$ cat src/rtl/lmd_pkg.sv
package lmd_pkg;

    localparam int MAX_SUBHEADERS = 16;
    localparam int IDX_W          = $clog2(MAX_SUBHEADERS);
    localparam int CNT_W          = IDX_W + 1;
    localparam int LEN_W          = 15;
    localparam int LEN_HI_W       = 7;
    localparam int CH_W           = 5;
    localparam int BYTE_W         = 8;

    typedef enum logic {
        PH_HEADER,
        PH_PAYLOAD
    } t_phase;

    typedef enum logic [1:0] {
        HP_TYPE,
        HP_LEN,
        HP_LEN_LO
    } t_hpos;

    typedef enum logic [2:0] {
        ST_DATA        = 3'd0,
        ST_TOO_MANY    = 3'd1,
        ST_HDR_CUT     = 3'd2,
        ST_PAY_CUT     = 3'd3,
        ST_EMPTY_FINAL = 3'd4
    } t_status;

    typedef struct packed {
        logic [BYTE_W-1:0] payload_byte;
        logic [IDX_W-1:0]  sdu_number;
        logic [CH_W-1:0]   channel_id;
        logic              last_of_sdu;
        logic              last_of_pdu;
        t_status           status;
    } t_result;

    typedef struct packed {
        logic             en;
        logic [IDX_W-1:0] idx;
        logic [CH_W-1:0]  ch;
        logic [LEN_W-1:0] len;
    } t_tbl_wr;

    // search window: entries from .from up to, not including, .last
    typedef struct packed {
        logic [IDX_W-1:0] from;
        logic [IDX_W-1:0] last;
    } t_pick_req;

    typedef struct packed {
        logic             found;
        logic [IDX_W-1:0] idx;
        logic [CH_W-1:0]  ch;
        logic [LEN_W-1:0] len;
    } t_pick_rsp;

endpackage

$ cat src/rtl/lmd_subhdr_table.sv
module lmd_subhdr_table (
    input  logic               i_clk,
    input  lmd_pkg::t_tbl_wr   i_wr,
    input  lmd_pkg::t_pick_req i_req,
    output lmd_pkg::t_pick_rsp o_rsp
);

    logic [lmd_pkg::CH_W-1:0]  r_ch  [lmd_pkg::MAX_SUBHEADERS];
    logic [lmd_pkg::LEN_W-1:0] r_len [lmd_pkg::MAX_SUBHEADERS];
    logic [lmd_pkg::MAX_SUBHEADERS-1:0] r_nz;

    logic [lmd_pkg::MAX_SUBHEADERS-1:0] cand;
    logic                               found;
    logic [lmd_pkg::IDX_W-1:0]          hit;
    logic [lmd_pkg::IDX_W-1:0]          sel;

    always_ff @(posedge i_clk) begin
        if (i_wr.en) begin
            r_ch[i_wr.idx]  <= i_wr.ch;
            r_len[i_wr.idx] <= i_wr.len;
            r_nz[i_wr.idx]  <= (i_wr.len != '0);
        end
    end

    // window mask, then lowest set bit wins
    always_comb begin
        for (int j = 0; j < lmd_pkg::MAX_SUBHEADERS; j++) begin
            cand[j] = r_nz[j] && (lmd_pkg::IDX_W'(j) >= i_req.from)
                      && (lmd_pkg::IDX_W'(j) < i_req.last);
        end
    end

    always_comb begin
        found = 1'b0;
        hit   = '0;
        for (int j = lmd_pkg::MAX_SUBHEADERS - 1; j >= 0; j--) begin
            if (cand[j]) begin
                found = 1'b1;
                hit   = lmd_pkg::IDX_W'(j);
            end
        end
    end

    assign sel         = found ? hit : i_req.last;
    assign o_rsp.found = found;
    assign o_rsp.idx   = sel;
    assign o_rsp.ch    = r_ch[sel];
    assign o_rsp.len   = found ? r_len[sel] : '0;

endmodule

$ cat src/rtl/lmd_parser.sv
module lmd_parser (
    input  logic                        i_clk,
    input  logic                        i_rst_n,
    input  logic                        i_valid,
    input  logic [lmd_pkg::BYTE_W-1:0]  i_byte,
    input  logic                        i_eop,
    input  lmd_pkg::t_pick_rsp          i_pick,
    output lmd_pkg::t_pick_req          o_pick,
    output lmd_pkg::t_tbl_wr            o_wr,
    output logic                        o_res_valid,
    output lmd_pkg::t_result            o_res
);

    lmd_pkg::t_phase                r_phase,    n_phase;
    lmd_pkg::t_hpos                 r_pos,      n_pos;
    logic [lmd_pkg::CH_W-1:0]       r_pend_ch,  n_pend_ch;
    logic                           r_long,     n_long;
    logic [lmd_pkg::LEN_HI_W-1:0]   r_len_hi,   n_len_hi;
    logic [lmd_pkg::CNT_W-1:0]      r_count,    n_count;
    logic [lmd_pkg::IDX_W-1:0]      r_cur,      n_cur;
    logic [lmd_pkg::CH_W-1:0]       r_cur_ch,   n_cur_ch;
    logic [lmd_pkg::LEN_W-1:0]      r_left,     n_left;
    logic                           r_err,      n_err;

    logic [lmd_pkg::CH_W-1:0]  lcid;
    logic                      ext;
    logic                      full;
    logic                      cur_final;
    logic [lmd_pkg::LEN_W-1:0] left_dec;
    logic                      done;
    logic                      commit;
    logic [lmd_pkg::CNT_W-1:0] cnt_after;
    logic [lmd_pkg::CH_W-1:0]  first_ch;

    assign lcid      = i_byte[lmd_pkg::CH_W-1:0];
    assign ext       = i_byte[lmd_pkg::CH_W];
    assign full      = r_count >= lmd_pkg::CNT_W'(lmd_pkg::MAX_SUBHEADERS);
    assign cur_final = ({1'b0, r_cur} + lmd_pkg::CNT_W'(1)) >= r_count;
    assign left_dec  = (r_left != '0) ? r_left - lmd_pkg::LEN_W'(1) : r_left;
    assign done      = (left_dec == '0);
    // the final subheader is written in the same cycle it is looked up
    assign first_ch  = i_pick.found ? i_pick.ch : lcid;

    assign commit = !r_err && (r_phase == lmd_pkg::PH_HEADER) &&
                    (((r_pos == lmd_pkg::HP_TYPE) && !full && !ext) ||
                     ((r_pos == lmd_pkg::HP_LEN) && !i_byte[lmd_pkg::BYTE_W-1]) ||
                     (r_pos == lmd_pkg::HP_LEN_LO));
    assign cnt_after = r_count + lmd_pkg::CNT_W'(commit);

    // header: search all earlier SDUs; payload: those after the current one, before the final one
    always_comb begin
        if (r_phase == lmd_pkg::PH_HEADER) begin
            o_pick.from = '0;
            o_pick.last = r_count[lmd_pkg::IDX_W-1:0];
        end else begin
            o_pick.from = r_cur + lmd_pkg::IDX_W'(1);
            o_pick.last = r_count[lmd_pkg::IDX_W-1:0] - lmd_pkg::IDX_W'(1);
        end
    end

    always_comb begin
        o_wr.en  = i_valid && commit;
        o_wr.idx = r_count[lmd_pkg::IDX_W-1:0];
        o_wr.ch  = (r_pos == lmd_pkg::HP_TYPE) ? lcid : r_pend_ch;
        unique case (r_pos)
            lmd_pkg::HP_TYPE: o_wr.len = '0;
            lmd_pkg::HP_LEN:  o_wr.len = lmd_pkg::LEN_W'(i_byte[lmd_pkg::LEN_HI_W-1:0]);
            default:          o_wr.len = {r_len_hi, i_byte};
        endcase
    end

    // next state
    always_comb begin
        n_phase   = r_phase;
        n_pos     = r_pos;
        n_pend_ch = r_pend_ch;
        n_long    = r_long;
        n_len_hi  = r_len_hi;
        n_count   = cnt_after;
        n_cur     = r_cur;
        n_cur_ch  = r_cur_ch;
        n_left    = r_left;
        n_err     = r_err;
        if (commit) begin
            n_pos  = lmd_pkg::HP_TYPE;
            n_long = 1'b0;
        end
        if (r_err) begin
            // drop until end of PDU
        end else if (r_phase == lmd_pkg::PH_HEADER) begin
            unique case (r_pos)
                lmd_pkg::HP_TYPE: begin
                    if (full) begin
                        n_err = !i_eop;
                    end else if (!ext) begin
                        n_pend_ch = lcid;
                        n_phase   = lmd_pkg::PH_PAYLOAD;
                        n_cur     = i_pick.idx;
                        n_cur_ch  = first_ch;
                        n_left    = i_pick.len;
                    end else begin
                        n_pend_ch = lcid;
                        n_pos     = lmd_pkg::HP_LEN;
                    end
                end
                lmd_pkg::HP_LEN: begin
                    if (i_byte[lmd_pkg::BYTE_W-1]) begin
                        n_long   = 1'b1;
                        n_len_hi = i_byte[lmd_pkg::LEN_HI_W-1:0];
                        n_pos    = lmd_pkg::HP_LEN_LO;
                    end
                end
                default: begin
                end
            endcase
        end else if (!cur_final) begin
            n_left = left_dec;
            if (done) begin
                n_cur    = i_pick.idx;
                n_cur_ch = i_pick.ch;
                n_left   = i_pick.len;
            end
        end
        // any end of PDU, and any header error, starts a fresh PDU
        if (i_eop || (!r_err && r_phase == lmd_pkg::PH_HEADER &&
                      r_pos == lmd_pkg::HP_TYPE && full)) begin
            n_phase   = lmd_pkg::PH_HEADER;
            n_pos     = lmd_pkg::HP_TYPE;
            n_pend_ch = '0;
            n_long    = 1'b0;
            n_len_hi  = '0;
            n_count   = '0;
            n_cur     = '0;
            n_left    = '0;
            if (i_eop) begin
                n_err = 1'b0;
            end
        end
    end

    // result
    always_comb begin
        o_res_valid        = 1'b0;
        o_res.payload_byte = '0;
        o_res.sdu_number   = r_cur;
        o_res.channel_id   = r_cur_ch;
        o_res.last_of_sdu  = 1'b0;
        o_res.last_of_pdu  = 1'b1;
        o_res.status       = lmd_pkg::ST_DATA;
        if (r_err) begin
            o_res_valid = 1'b0;
        end else if (r_phase == lmd_pkg::PH_HEADER) begin
            if ((r_pos == lmd_pkg::HP_TYPE) && full) begin
                o_res_valid      = 1'b1;
                o_res.sdu_number = '0;
                o_res.channel_id = lcid;
                o_res.status     = lmd_pkg::ST_TOO_MANY;
            end else if ((r_pos == lmd_pkg::HP_TYPE) && !ext) begin
                o_res_valid       = i_eop;
                o_res.sdu_number  = i_pick.idx;
                o_res.channel_id  = first_ch;
                o_res.last_of_sdu = !i_pick.found;
                o_res.status      = i_pick.found ? lmd_pkg::ST_PAY_CUT
                                                 : lmd_pkg::ST_EMPTY_FINAL;
            end else begin
                o_res_valid      = i_eop;
                o_res.sdu_number = cnt_after[lmd_pkg::IDX_W-1:0];
                o_res.channel_id = (r_pos == lmd_pkg::HP_TYPE) ? lcid : r_pend_ch;
                o_res.status     = lmd_pkg::ST_HDR_CUT;
            end
        end else if (cur_final) begin
            o_res_valid        = 1'b1;
            o_res.payload_byte = i_byte;
            o_res.last_of_sdu  = i_eop;
            o_res.last_of_pdu  = i_eop;
        end else if (i_eop) begin
            o_res_valid = 1'b1;
            if (done && !i_pick.found) begin
                o_res.payload_byte = i_byte;
                o_res.last_of_sdu  = 1'b1;
            end else begin
                o_res.status = lmd_pkg::ST_PAY_CUT;
            end
        end else begin
            o_res_valid        = 1'b1;
            o_res.payload_byte = i_byte;
            o_res.last_of_sdu  = done;
            o_res.last_of_pdu  = 1'b0;
        end
    end

    always_ff @(posedge i_clk) begin
        if (!i_rst_n) begin
            r_phase   <= lmd_pkg::PH_HEADER;
            r_pos     <= lmd_pkg::HP_TYPE;
            r_pend_ch <= '0;
            r_long    <= 1'b0;
            r_len_hi  <= '0;
            r_count   <= '0;
            r_cur     <= '0;
            r_cur_ch  <= '0;
            r_left    <= '0;
            r_err     <= 1'b0;
        end else if (i_valid) begin
            r_phase   <= n_phase;
            r_pos     <= n_pos;
            r_pend_ch <= n_pend_ch;
            r_long    <= n_long;
            r_len_hi  <= n_len_hi;
            r_count   <= n_count;
            r_cur     <= n_cur;
            r_cur_ch  <= n_cur_ch;
            r_left    <= n_left;
            r_err     <= n_err;
        end
    end

endmodule

$ cat src/rtl/lte_mac_pdu_deframer.sv
// MAC PDU deframer.
// Slave stream: one PDU byte per transaction, tlast on the final byte of a
// PDU. The block parses the R/R/E/LCID subheaders (with F and a 7- or 15-bit
// length while E is set), stores up to sixteen of them, then emits every
// payload byte on the master stream tagged with SDU number and LCID.
// Empty SDUs before the final one are skipped; the final SDU takes the rest
// of the PDU. Header bytes give no output, except for the status cases below.
// Errors (too many subheaders, header cut short, payload cut short) and an
// empty final SDU give one status transaction with tlast set; after an error
// the rest of the PDU is dropped silently up to its tlast.
// A byte accepted into the input register is parsed from there once the
// output register can take its result, which then waits there with tvalid
// high until it is taken. Throughput: one byte per cycle while the receiver
// does not stall, set by the combinational parse step with its priority
// pick over the subheader table.
// Reset (synchronous, active low) returns the parser to the first subheader
// of a new PDU and empties both stages.
// When the receiver stalls, the result waits in the output register and one
// more byte is taken into the input register; tready then drops until the
// result is taken.
module lte_mac_pdu_deframer (
    input  logic        i_clk,
    input  logic        i_rst_n,
    input  logic        i_s_axis_tvalid,
    output logic        o_s_axis_tready,
    input  logic [7:0]  i_s_axis_tdata,   // [7:0] data_byte
    input  logic        i_s_axis_tlast,   // end_of_pdu
    output logic        o_m_axis_tvalid,
    input  logic        i_m_axis_tready,
    output logic [23:0] o_m_axis_tdata,   // [7:0] payload_byte, [11:8] sdu_number,
                                          // [16:12] channel_id, [23:17] zero
    output logic        o_m_axis_tlast,   // last_of_pdu
    output logic [3:0]  o_m_axis_tuser    // [0] last_of_sdu, [3:1] status
);

    logic                         r_in_valid;
    logic [lmd_pkg::BYTE_W-1:0]   r_in_byte;
    logic                         r_in_eop;
    logic                         r_out_valid;
    lmd_pkg::t_result             r_out;

    logic                         advance;
    logic                         res_valid;
    lmd_pkg::t_result             res;
    lmd_pkg::t_pick_req           pick_req;
    lmd_pkg::t_pick_rsp           pick_rsp;
    lmd_pkg::t_tbl_wr             tbl_wr;

    // the parse step runs whenever a byte waits in the input register and the output register can take its result
    assign advance         = r_in_valid && (!r_out_valid || i_m_axis_tready);
    assign o_s_axis_tready = !r_in_valid || advance;

    always_ff @(posedge i_clk) begin
        if (!i_rst_n) begin
            r_in_valid <= 1'b0;
        end else if (o_s_axis_tready) begin
            r_in_valid <= i_s_axis_tvalid;
        end
    end

    always_ff @(posedge i_clk) begin
        if (o_s_axis_tready && i_s_axis_tvalid) begin
            r_in_byte <= i_s_axis_tdata;
            r_in_eop  <= i_s_axis_tlast;
        end
    end

    lmd_subhdr_table u_table (
        .i_clk (i_clk),
        .i_wr  (tbl_wr),
        .i_req (pick_req),
        .o_rsp (pick_rsp)
    );

    lmd_parser u_parser (
        .i_clk       (i_clk),
        .i_rst_n     (i_rst_n),
        .i_valid     (advance),
        .i_byte      (r_in_byte),
        .i_eop       (r_in_eop),
        .i_pick      (pick_rsp),
        .o_pick      (pick_req),
        .o_wr        (tbl_wr),
        .o_res_valid (res_valid),
        .o_res       (res)
    );

    always_ff @(posedge i_clk) begin
        if (!i_rst_n) begin
            r_out_valid <= 1'b0;
        end else if (advance && res_valid) begin
            r_out_valid <= 1'b1;
        end else if (i_m_axis_tready) begin
            r_out_valid <= 1'b0;
        end
    end

    always_ff @(posedge i_clk) begin
        if (advance && res_valid) begin
            r_out <= res;
        end
    end

    assign o_m_axis_tvalid = r_out_valid;
    assign o_m_axis_tdata  = {7'd0, r_out.channel_id, r_out.sdu_number, r_out.payload_byte};
    assign o_m_axis_tlast  = r_out.last_of_pdu;
    assign o_m_axis_tuser  = {r_out.status, r_out.last_of_sdu};

endmodule
$ cat config.mk
export PLATFORM = sky130hd
export DESIGN_NAME = lte_mac_pdu_deframer
export DESIGN_NICKNAME = d
export VERILOG_FILES = /design/src/rtl/lmd_pkg.sv /design/src/rtl/lmd_subhdr_table.sv /design/src/rtl/lmd_parser.sv /design/src/rtl/lte_mac_pdu_deframer.sv
export SDC_FILE = /design/constraint.sdc
export NUM_CORES = 1
export LEC_CHECK = 0
export BUFFER_PORTS_ARGS = -buffer_cell sky130_fd_sc_hd__buf_4
export CORE_MARGIN = 1
export CORE_UTILIZATION = 30
export CTS_CLUSTER_SIZE = 40
export DETAILED_ROUTE_END_ITERATION = 6
export MAX_ROUTING_LAYER = met4
export SYNTH_ARGS = -nofsm -noshare
export SYNTH_HDL_FRONTEND = slang
export SYNTH_SLANG_ARGS = --single-unit
$ cat constraint.sdc
create_clock -name i_clk -period 10 [get_ports i_clk]
set_input_delay 3 -clock i_clk [delete_from_list [all_inputs] [get_ports i_clk]]
set_output_delay 3 -clock i_clk [all_outputs]
set_load 0.01 [all_outputs]
**Word level (Yosys, flattened, before mapping)**

Memories as Yosys holds them, arrays and structs flattened.
Index checks and enable logic that the tools add are counted.

- $add $sub $neg: 5
- $mul: 0
- Div/mod/pow operators: 0
- $lt $le $gt $ge: 36
- Eq/ne operators: 13
- Shifts and indexed selects: 0
- Mux-type cells: 124
- Bitwise logic cells: 2
- Reduce and logical (&&, ||, !) cells: 77

Operator list:

| operator | number |
|---|---|
| two-way mux 15 bit | 10 |
| two-way mux 4 bit | 25 |
| two-way mux 5 bit | 14 |
| logical AND 1 bit | 47 |
| two-way mux 1 bit | 43 |
| two-way mux 7 bit | 5 |
| greater-or-equal comparator 4 bit (first input constant) | 8 |
| less-than comparator 4 bit (first input constant) | 8 |
| two-way mux 8 bit | 4 |
| one-hot mux 15 bit (2 select lines) | 1 |
| nonzero test 15 bit | 2 |
| two-way mux 9 bit | 3 |
| two-way mux 2 bit | 10 |
| bitwise mux 16 bit | 1 |
| greater-or-equal comparator 3 x 4 -> 1 bit (first input constant) | 4 |
| less-than comparator 3 x 4 -> 1 bit (first input constant) | 4 |
| zero test 15 bit | 1 |
| two-way mux 3 bit | 5 |
| subtractor 15 x 1 -> 15 bit (second input constant) | 1 |
| two-way mux 14 bit | 1 |
| AND reduction 7 bit | 2 |
| != test 2 bit (second input constant) | 5 |
| AND reduction 5 bit | 2 |
| nonzero test 2 bit | 5 |
| other kinds (28) | 46 |

- Register bits: 94
- Bits in latches: 0
- Bits in writable memories: 320
- Bits in read-only memories: 0
- Output and inout port bits: 31
- Memories: 2

Memory list:

| name | words | bits a word | rd ports | clocked after Yosys merged registers in | wr ports | line | source |
|---|---|---|---|---|---|---|---|
| u_table.r_len | 16 | 15 | 1 | 0 | 1 | lmd_subhdr_table.sv:9 | `logic [lmd_pkg::LEN_W-1:0] r_len [lmd_pkg::MAX_SUBHEADERS];` |
| u_table.r_ch | 16 | 5 | 1 | 0 | 1 | lmd_subhdr_table.sv:8 | `logic [lmd_pkg::CH_W-1:0] r_ch [lmd_pkg::MAX_SUBHEADERS];` |

**Logic depth before layout (Yosys ltp)**

Gate-level depths: netlist of run 1.
An unclocked memory read counts as a cell.

- Word-level depth: 30
- Mapped depth: 20

**By module**

Synthesis of run 1 repeated with hierarchy kept, for this count alone.

- Cell total of the unflattened synthesis: 1463
- Area, all modules: 18701.7 um^2

By module, submodules not included:

| module | times used | cells each | area each (um^2) | seq. area each (um^2) |
|---|---|---|---|---|
| lmd_subhdr_table | 1 | 947 | 14088.5 | 10059.6 |
| lmd_parser | 1 | 464 | 3513.4 | 900.9 |
| lte_mac_pdu_deframer | 1 | 52 | 1099.8 | 970.9 |

**Worst setup path after synthesis of run 1**

OpenSTA, ideal clock, no wires.

- Path kind: input to output
- Start point: input port i_m_axis_tready
- End point: output port o_s_axis_tready
- Data arrival time: 3.339 ns
- Required time: 7.000 ns
- Slack: 3.661 ns
- Cell stages on the path: 2
- Path buffers: 0
- Cells stage by stage: nor2b_1 -> nand2_1

- Longest elaborated chain between the ends: 3

Ends and longest elaborated chain:

| item | line | source |
|---|---|---|
| from (decl) | lte_mac_pdu_deframer.sv:29 | `input logic i_m_axis_tready,` |
| logical OR 1 bit | lte_mac_pdu_deframer.sv:50 | `assign advance = r_in_valid && (!r_out_valid \|\| i_m_axis_tready);` |
| logical AND 1 bit | lte_mac_pdu_deframer.sv:50 |  |
| logical OR 1 bit | lte_mac_pdu_deframer.sv:51 | `assign o_s_axis_tready = !r_in_valid \|\| advance;` |
| to (decl) | lte_mac_pdu_deframer.sv:25 | `output logic o_s_axis_tready,` |

Every way passes these cells.

**Worst setup path after layout of run 1**

Same ends and word-level chain as after synthesis.

==> impl_metrics.csv, run 1 <==
group,metric,value,unit
outcome,status,"complete, no violations",
clock_network,post_cts_buffers,0,
sta,fmax,151.3,MHz
clock_network,cts_resized,0,
sta,drv_slew,0,
die,fp.dieW,251.9,um
power,vdd_drop_max,121.2,uV
sta,relSlewSlack,17.94,%
synth,netlist.area_leader.share,58.64,%
layout,fin_area,0.02120,mm2
critical_path,cp-end-kind,"primary output",
sta,finalSetupTns,0,ps
global_route,grt_pass1_wl,80.78,mm
power,total_power,4.059,mW
synth,yosys_warnings,0,
route,drt_pass1_iterations,6,
global_route,antenna_found_initial,2,
job,max-cap-violations,0,
placement,place_area,0.01982,mm2
synth,ys_top_cells_by_area,"edfxtp_1 (59%), nand2_1 (5.7%), dfxtp_1 (5.0%)",
sta,min_period,6607,ps
route,wl_per_cell,21.76,um
layout,nets,1642,
layout,area_delta_synth_final,13.10,%
sta,holdWs,464.2,ps
clock_network,tritoncts,"built",
die,die_area,0.06348,mm2
synth,async_flop_share,0,%
critical_path,crit_arrival,3610,ps
sta,worst_pin_slew,1226,ps
route,route.detailed.drc,0,
synth,yosysTopAreaCell,"edfxtp_1",
clock_network,cts_sinks,413,
synth,synth_top_cells_by_count,"edfxtp_1 (366), nand2_1 (287), nor2_1 (106), a21oi_1 (102), o21ai_0 (68)",
placement,gp_congestion,0.9406,
placement,portBuffers,36,
clock_network,numCtsBuffers,43,
die,num_io_pins,44,
global_route,first_global_vias,12510,
route,drt_iter0_drc,1520,
power,power_leakage,7.185,nW
die,start_util,30.37,%
synth,yosysUniqueCellTypes,96,
route,vias,13260,
global_route,grt-ovfl-total,0,
synth,ys.flop_type,"edfxtp_1",
critical_path,critical_path_required,7000,ps
layout,multi_input_area,0.006236,mm2
synth,yosysSeqAreaShare,63.66,%
sta,fin_skew,21.72,ps
clock_network,cts_root_buf,"clkbuf_16",
layout,register_area,0.01193,mm2
synth,synth_most_common_cell,"edfxtp_1",
global_route,track_usage,17.31,%
synth,ys_ff_latch,413,
power,powerDensity,191.5,mW/mm2
synth,synth-edff-count,366,
layout,drive_above_1_share,11.46,%
critical_path,critPathKind,"input pin to primary output",
min_path,hold_path.class,"flip-flop to flip-flop",
die,core.rowCount,91,
synth,syn-mean-instance-area,11.71,um2
critical_path,cp-start-kind,"input pin",
placement,dpl.hpwl,33.06,mm
clock_network,htree_levels,2,
synth,syn_area,0.01874,mm2
clock_network,clk_path_buf_depth,3,
clock_network,ctsHoldBuffers,0,
route,ant_nets,0,
clock_network,clkLatencyLatePin,590,ps
clock_network,clk_pin_slew_worst_paths,60,ps
sta,setup_viol,0,
route,wirelength,54.11,mm
sta,finalHoldViolCount,0,
die,die_h,251.9,um
sta,rsz0062_at_grt,"no",
critical_path,worstPathMaxFanout,5,
die,core_area,0.06171,mm2
route,vias_per_cell,5.332,
synth,syn_inst,1600,
global_route,grt_max_degree,124,
layout,nFillCells,6098,
sta,timing.final.crit_share,66.07,%
[final timing paths]
kind,from,endpoint,slack [ps],cells after the start
setup / recovery,i_m_axis_tready,o_s_axis_tready,3390,4
hold / removal,u_parser.r_cur_ch[3]$_SDFFE_PN0P_,u_parser.r_cur_ch[3]$_SDFFE_PN0P_,460,2
setup reg to reg,u_parser.r_count[0]$_SDFFE_PN0P_,o_m_axis_tdata[15]$_DFFE_PP_,3600,15
hold reg to reg,u_parser.r_cur_ch[3]$_SDFFE_PN0P_,u_parser.r_cur_ch[3]$_SDFFE_PN0P_,460,2
[kinds of logic after synthesis]
family,count (synthesis),share of synthesized area [%]
AO/OA/AOI/OAI,376,13.61
XOR/XNOR,13,0.6877
adder cells (fa/ha/maj),13,0.8679
buffers and inverters,124,3.545
flip-flops,413,63.66
multiplexers,44,2.437
other,1,0.02001
AND/OR/NAND/NOR,616,15.17
[report_power, final]
group	total [mW]	internal (mW)	leakage, nW	switching (mW)
sequential	1.90	1.88	3.69	0.0169
clock	1.58	0.905	0.672	0.679
combinational	0.575	0.182	2.82	0.394
total	4.06	2.97	7.18	1.09
[worst max-delay path, cell delays in order]
cell	delay (ps)
buf_4	110
nor2b_1	240
nand2_1	110
buf_4	150
[final cells by class]
type                    count  share of cell area [%]
diodes                      1                 0.01180
multi-input cells        1069                   29.42
inverters                  21                  0.3719
clock inverters            26                   1.222
clock buffers              52                   5.283
flip-flops and latches    413                   56.29
repair buffers             68                   2.467
well taps                 837                   4.940
[layout by cell type (no fill, tap or decap), types with 8 or more instances in the layout]
cell and count:
a22oi_1 14, and3_1 28, or3_1 13, a311oi_1 18
ha_1 13, a221oi_1 11, buf_4 67, clkbuf_1 8
clkinv_1 13, nand2_1 287, a31oi_1 17, inv_1 18
a22o_1 14, nand3_1 52, and2_1 27, mux2_2 13
a211oi_1 12, a21oi_1 102, o21ai_0 68, nor2_1 94
nor2_2 12, dfxtp_1 47, nand4_1 8, o21ai_1 14
nor3_1 37, clkbuf_16 43, mux2i_1 31, edfxtp_1 366
o22ai_1 14
[registers in the layout, summed over array words and instances (netlist names)]
register / cells
r_in_valid: 1
u_table.r_nz: 15
u_parser.r_left: 15
u_parser.r_pos: 2
u_parser.r_cur_ch: 5
o_m_axis_tvalid: 1
u_parser.r_cur: 4
r_in_byte: 8
u_parser.r_len_hi: 7
u_parser.r_err: 1
o_m_axis_tuser: 4
r_in_eop: 1
u_parser.r_phase: 1
o_m_axis_tlast: 1
o_m_axis_tdata: 17
u_parser.r_pend_ch: 5
u_parser.r_count: 5
u_table.r_len: 240
u_table.r_ch: 80
[stage by stage]
stage,worst slack [ps],std cells,utilization (%)
global route,3334,2487,34.35
CTS,3390,2486,34.35
floorplan,3661,1606,-
detailed placement,3397,2408,32.11
finish,3393,2487,34.35
global placement,3354,2408,32.11
[per-layer routing]
layer | track usage [%] | part of all wire (%) | up-vias
li1 | - | - | 6019
met1 | 23.23 | 44 | 6627
met2 | 27.56 | 47 | 533
met3 | 1.692 | 6.3 | 81
met4 | 5.541 | 2.6 | 0
met5 | - | 0 | -
No activity file was read; power rests on OpenSTA's default activity.
==> run 2: changes to the inputs <==
Clock period 10 ns to 6.1 ns, I/O delays scaled along.
==> impl_metrics.csv, run 2 (same netlist as run 1, synthesis figures left out) <==
group,metric,value,unit
outcome,status,"complete, no violations",
critical_path,cp-end-kind,"flip-flop",
route,ant_nets,0,
placement,dpl.hpwl,34.45,mm
clock_network,post_cts_buffers,0,
layout,post-route-util,34.86,%
layout,nFillCells,6044,
route,drt_pass1_iterations,5,
route,route.detailed.drc,0,
global_route,grt_max_degree,59,
critical_path,cp_cell_sequence,"inv_1, a222oi_1, a22o_1, o21a_1, a211oi_1, o21bai_1, a21boi_4, buf_4, nand2_1, nand4_1, o2111ai_1, o311a_1, o21ai_0",
layout,register_area,0.01193,mm2
layout,area_delta_synth_final,14.78,%
critical_path,critical_path_required,6520,ps
critical_path,slowest_stage,"dfxtp_1",
power,powerDensity,319.9,mW/mm2
sta,fin_skew,22.12,ps
clock_network,clk_pin_slew_worst_paths,60,ps
layout,layout_commonest_cell,"edfxtp_1",
die,fp.dieW,251.9,um
die,die_h,251.9,um
critical_path,worst_path_largest_cell_delay,1060,ps
die,start_util,30.37,%
clock_network,cts_resized,0,
clock_network,cts_root_buf,"clkbuf_16",
layout,drive_above_1_share,13.11,%
route,vias,13400,
global_route,grt-ovfl-total,0,
critical_path,critPathKind,"flip-flop to flip-flop",
critical_path,worstPathMaxFanout,30,
layout,largest_register,"u_table.r_len",
critical_path,crit_arrival,5560,ps
layout,final_cell_mix,"edfxtp_1 (366), nand2_1 (287), a21oi_1 (102)",
placement,gp_congestion,0.9048,
clock_network,clkLatencyLatePin,580,ps
sta,drv_slew,0,
route,wirelength,55.59,mm
clock_network,cts_sinks,413,
die,core_area,0.06171,mm2
layout,nets,1662,
die,num_io_pins,44,
critical_path,cp-start-kind,"flip-flop",
route,vias_per_cell,5.340,
power,vdd_drop_max,188.9,uV
placement,portBuffers,36,
global_route,grt_pass1_wl,82.43,mm
layout,multi_input_area,0.006236,mm2
route,drt_iter0_drc,1372,
job,max-cap-violations,0,
global_route,first_global_vias,12510,
global_route,antenna_found_initial,0,
die,die_area,0.06348,mm2
sta,worst_pin_slew,1239,ps
power,power_leakage,7.382,nW
sta,finalSetupTns,0,ps
global_route,track_usage,17.77,%
min_path,hold_path.class,"flip-flop to flip-flop",
layout,stdcell_count,2509,
clock_network,htree_levels,2,
sta,min_period,5142,ps
clock_network,tritoncts,"built",
sta,setup_viol,0,
clock_network,numCtsBuffers,44,
critical_path,crit_family,"compound AO/OA/AOI/OAI gates",
sta,rsz0062_at_grt,"no",
route,wl_per_cell,22.16,um
sta,fmax,194.5,MHz
layout,largest_reg_flops,240,
power,total_power,6.881,mW
clock_network,clk_path_buf_depth,3,
die,core.rowCount,91,
sta,relSlewSlack,17.12,%
clock_network,ctsHoldBuffers,0,
placement,placed_cells_incl_taps,2427,
sta,timing.final.crit_share,84.29,%
critical_path,path_buf_inv,2,
sta,finalHoldViolCount,0,
[run 2: stage by stage]
stage,hold slack [ps],setup WS [ps],instance area [um2]
2_1_floorplan,436.7,1672,18760
6_report,470.3,958.5,21510
3_5_place_dp,457.1,1104,20000
3_3_place_gp,444.7,1114,20000
5_1_grt,505.5,724.0,21510
4_1_cts,465.7,1052,21510
[run 2: area by class of cell]
type	instances	area share, %
Tap cell	837	4.868
Timing Repair Buffer	87	3.269
Inverter	21	0.3664
Sequential cell	413	55.46
Clock inverter	28	1.559
Clock buffer	53	5.473
Multi-Input combinational cell	1069	28.99
Antenna cell	1	0.01163
[run 2: worst paths after layout]
kind | startpoint | slack, ps | end | depth (start not counted)
worst max-delay path | u_parser.r_count[2]$_SDFFE_PN0P_ | 960 | o_m_axis_tdata[16]$_DFFE_PP_ | 13
worst min-delay path | u_parser.r_cur_ch[3]$_SDFFE_PN0P_ | 470 | u_parser.r_cur_ch[3]$_SDFFE_PN0P_ | 2
worst max register to register | u_parser.r_count[2]$_SDFFE_PN0P_ | 960 | o_m_axis_tdata[16]$_DFFE_PP_ | 13
worst min register to register | u_parser.r_cur_ch[3]$_SDFFE_PN0P_ | 470 | u_parser.r_cur_ch[3]$_SDFFE_PN0P_ | 2
[run 2: routing by layer]
| metal | GRT usage [%] | share of wire, % |
|---|---|---|
| met2 | 28.15 | 47 |
| met3 | 2.548 | 7.7 |
| met4 | 4.416 | 2.0 |
| met1 | 23.94 | 43 |
| met5 | - | 0 |
[run 2: worst min-delay path, stage by stage, from the launching register on]
cell and delay (ps):
dfxtp_1 310, nand2_1 50, a21oi_1 60
[run 2: report_power, final]
part	internal [mW]	switching [mW]	total (mW)
combinational	0.318	0.654	0.973
clock	1.68	1.12	2.80
sequential	3.09	0.0258	3.11
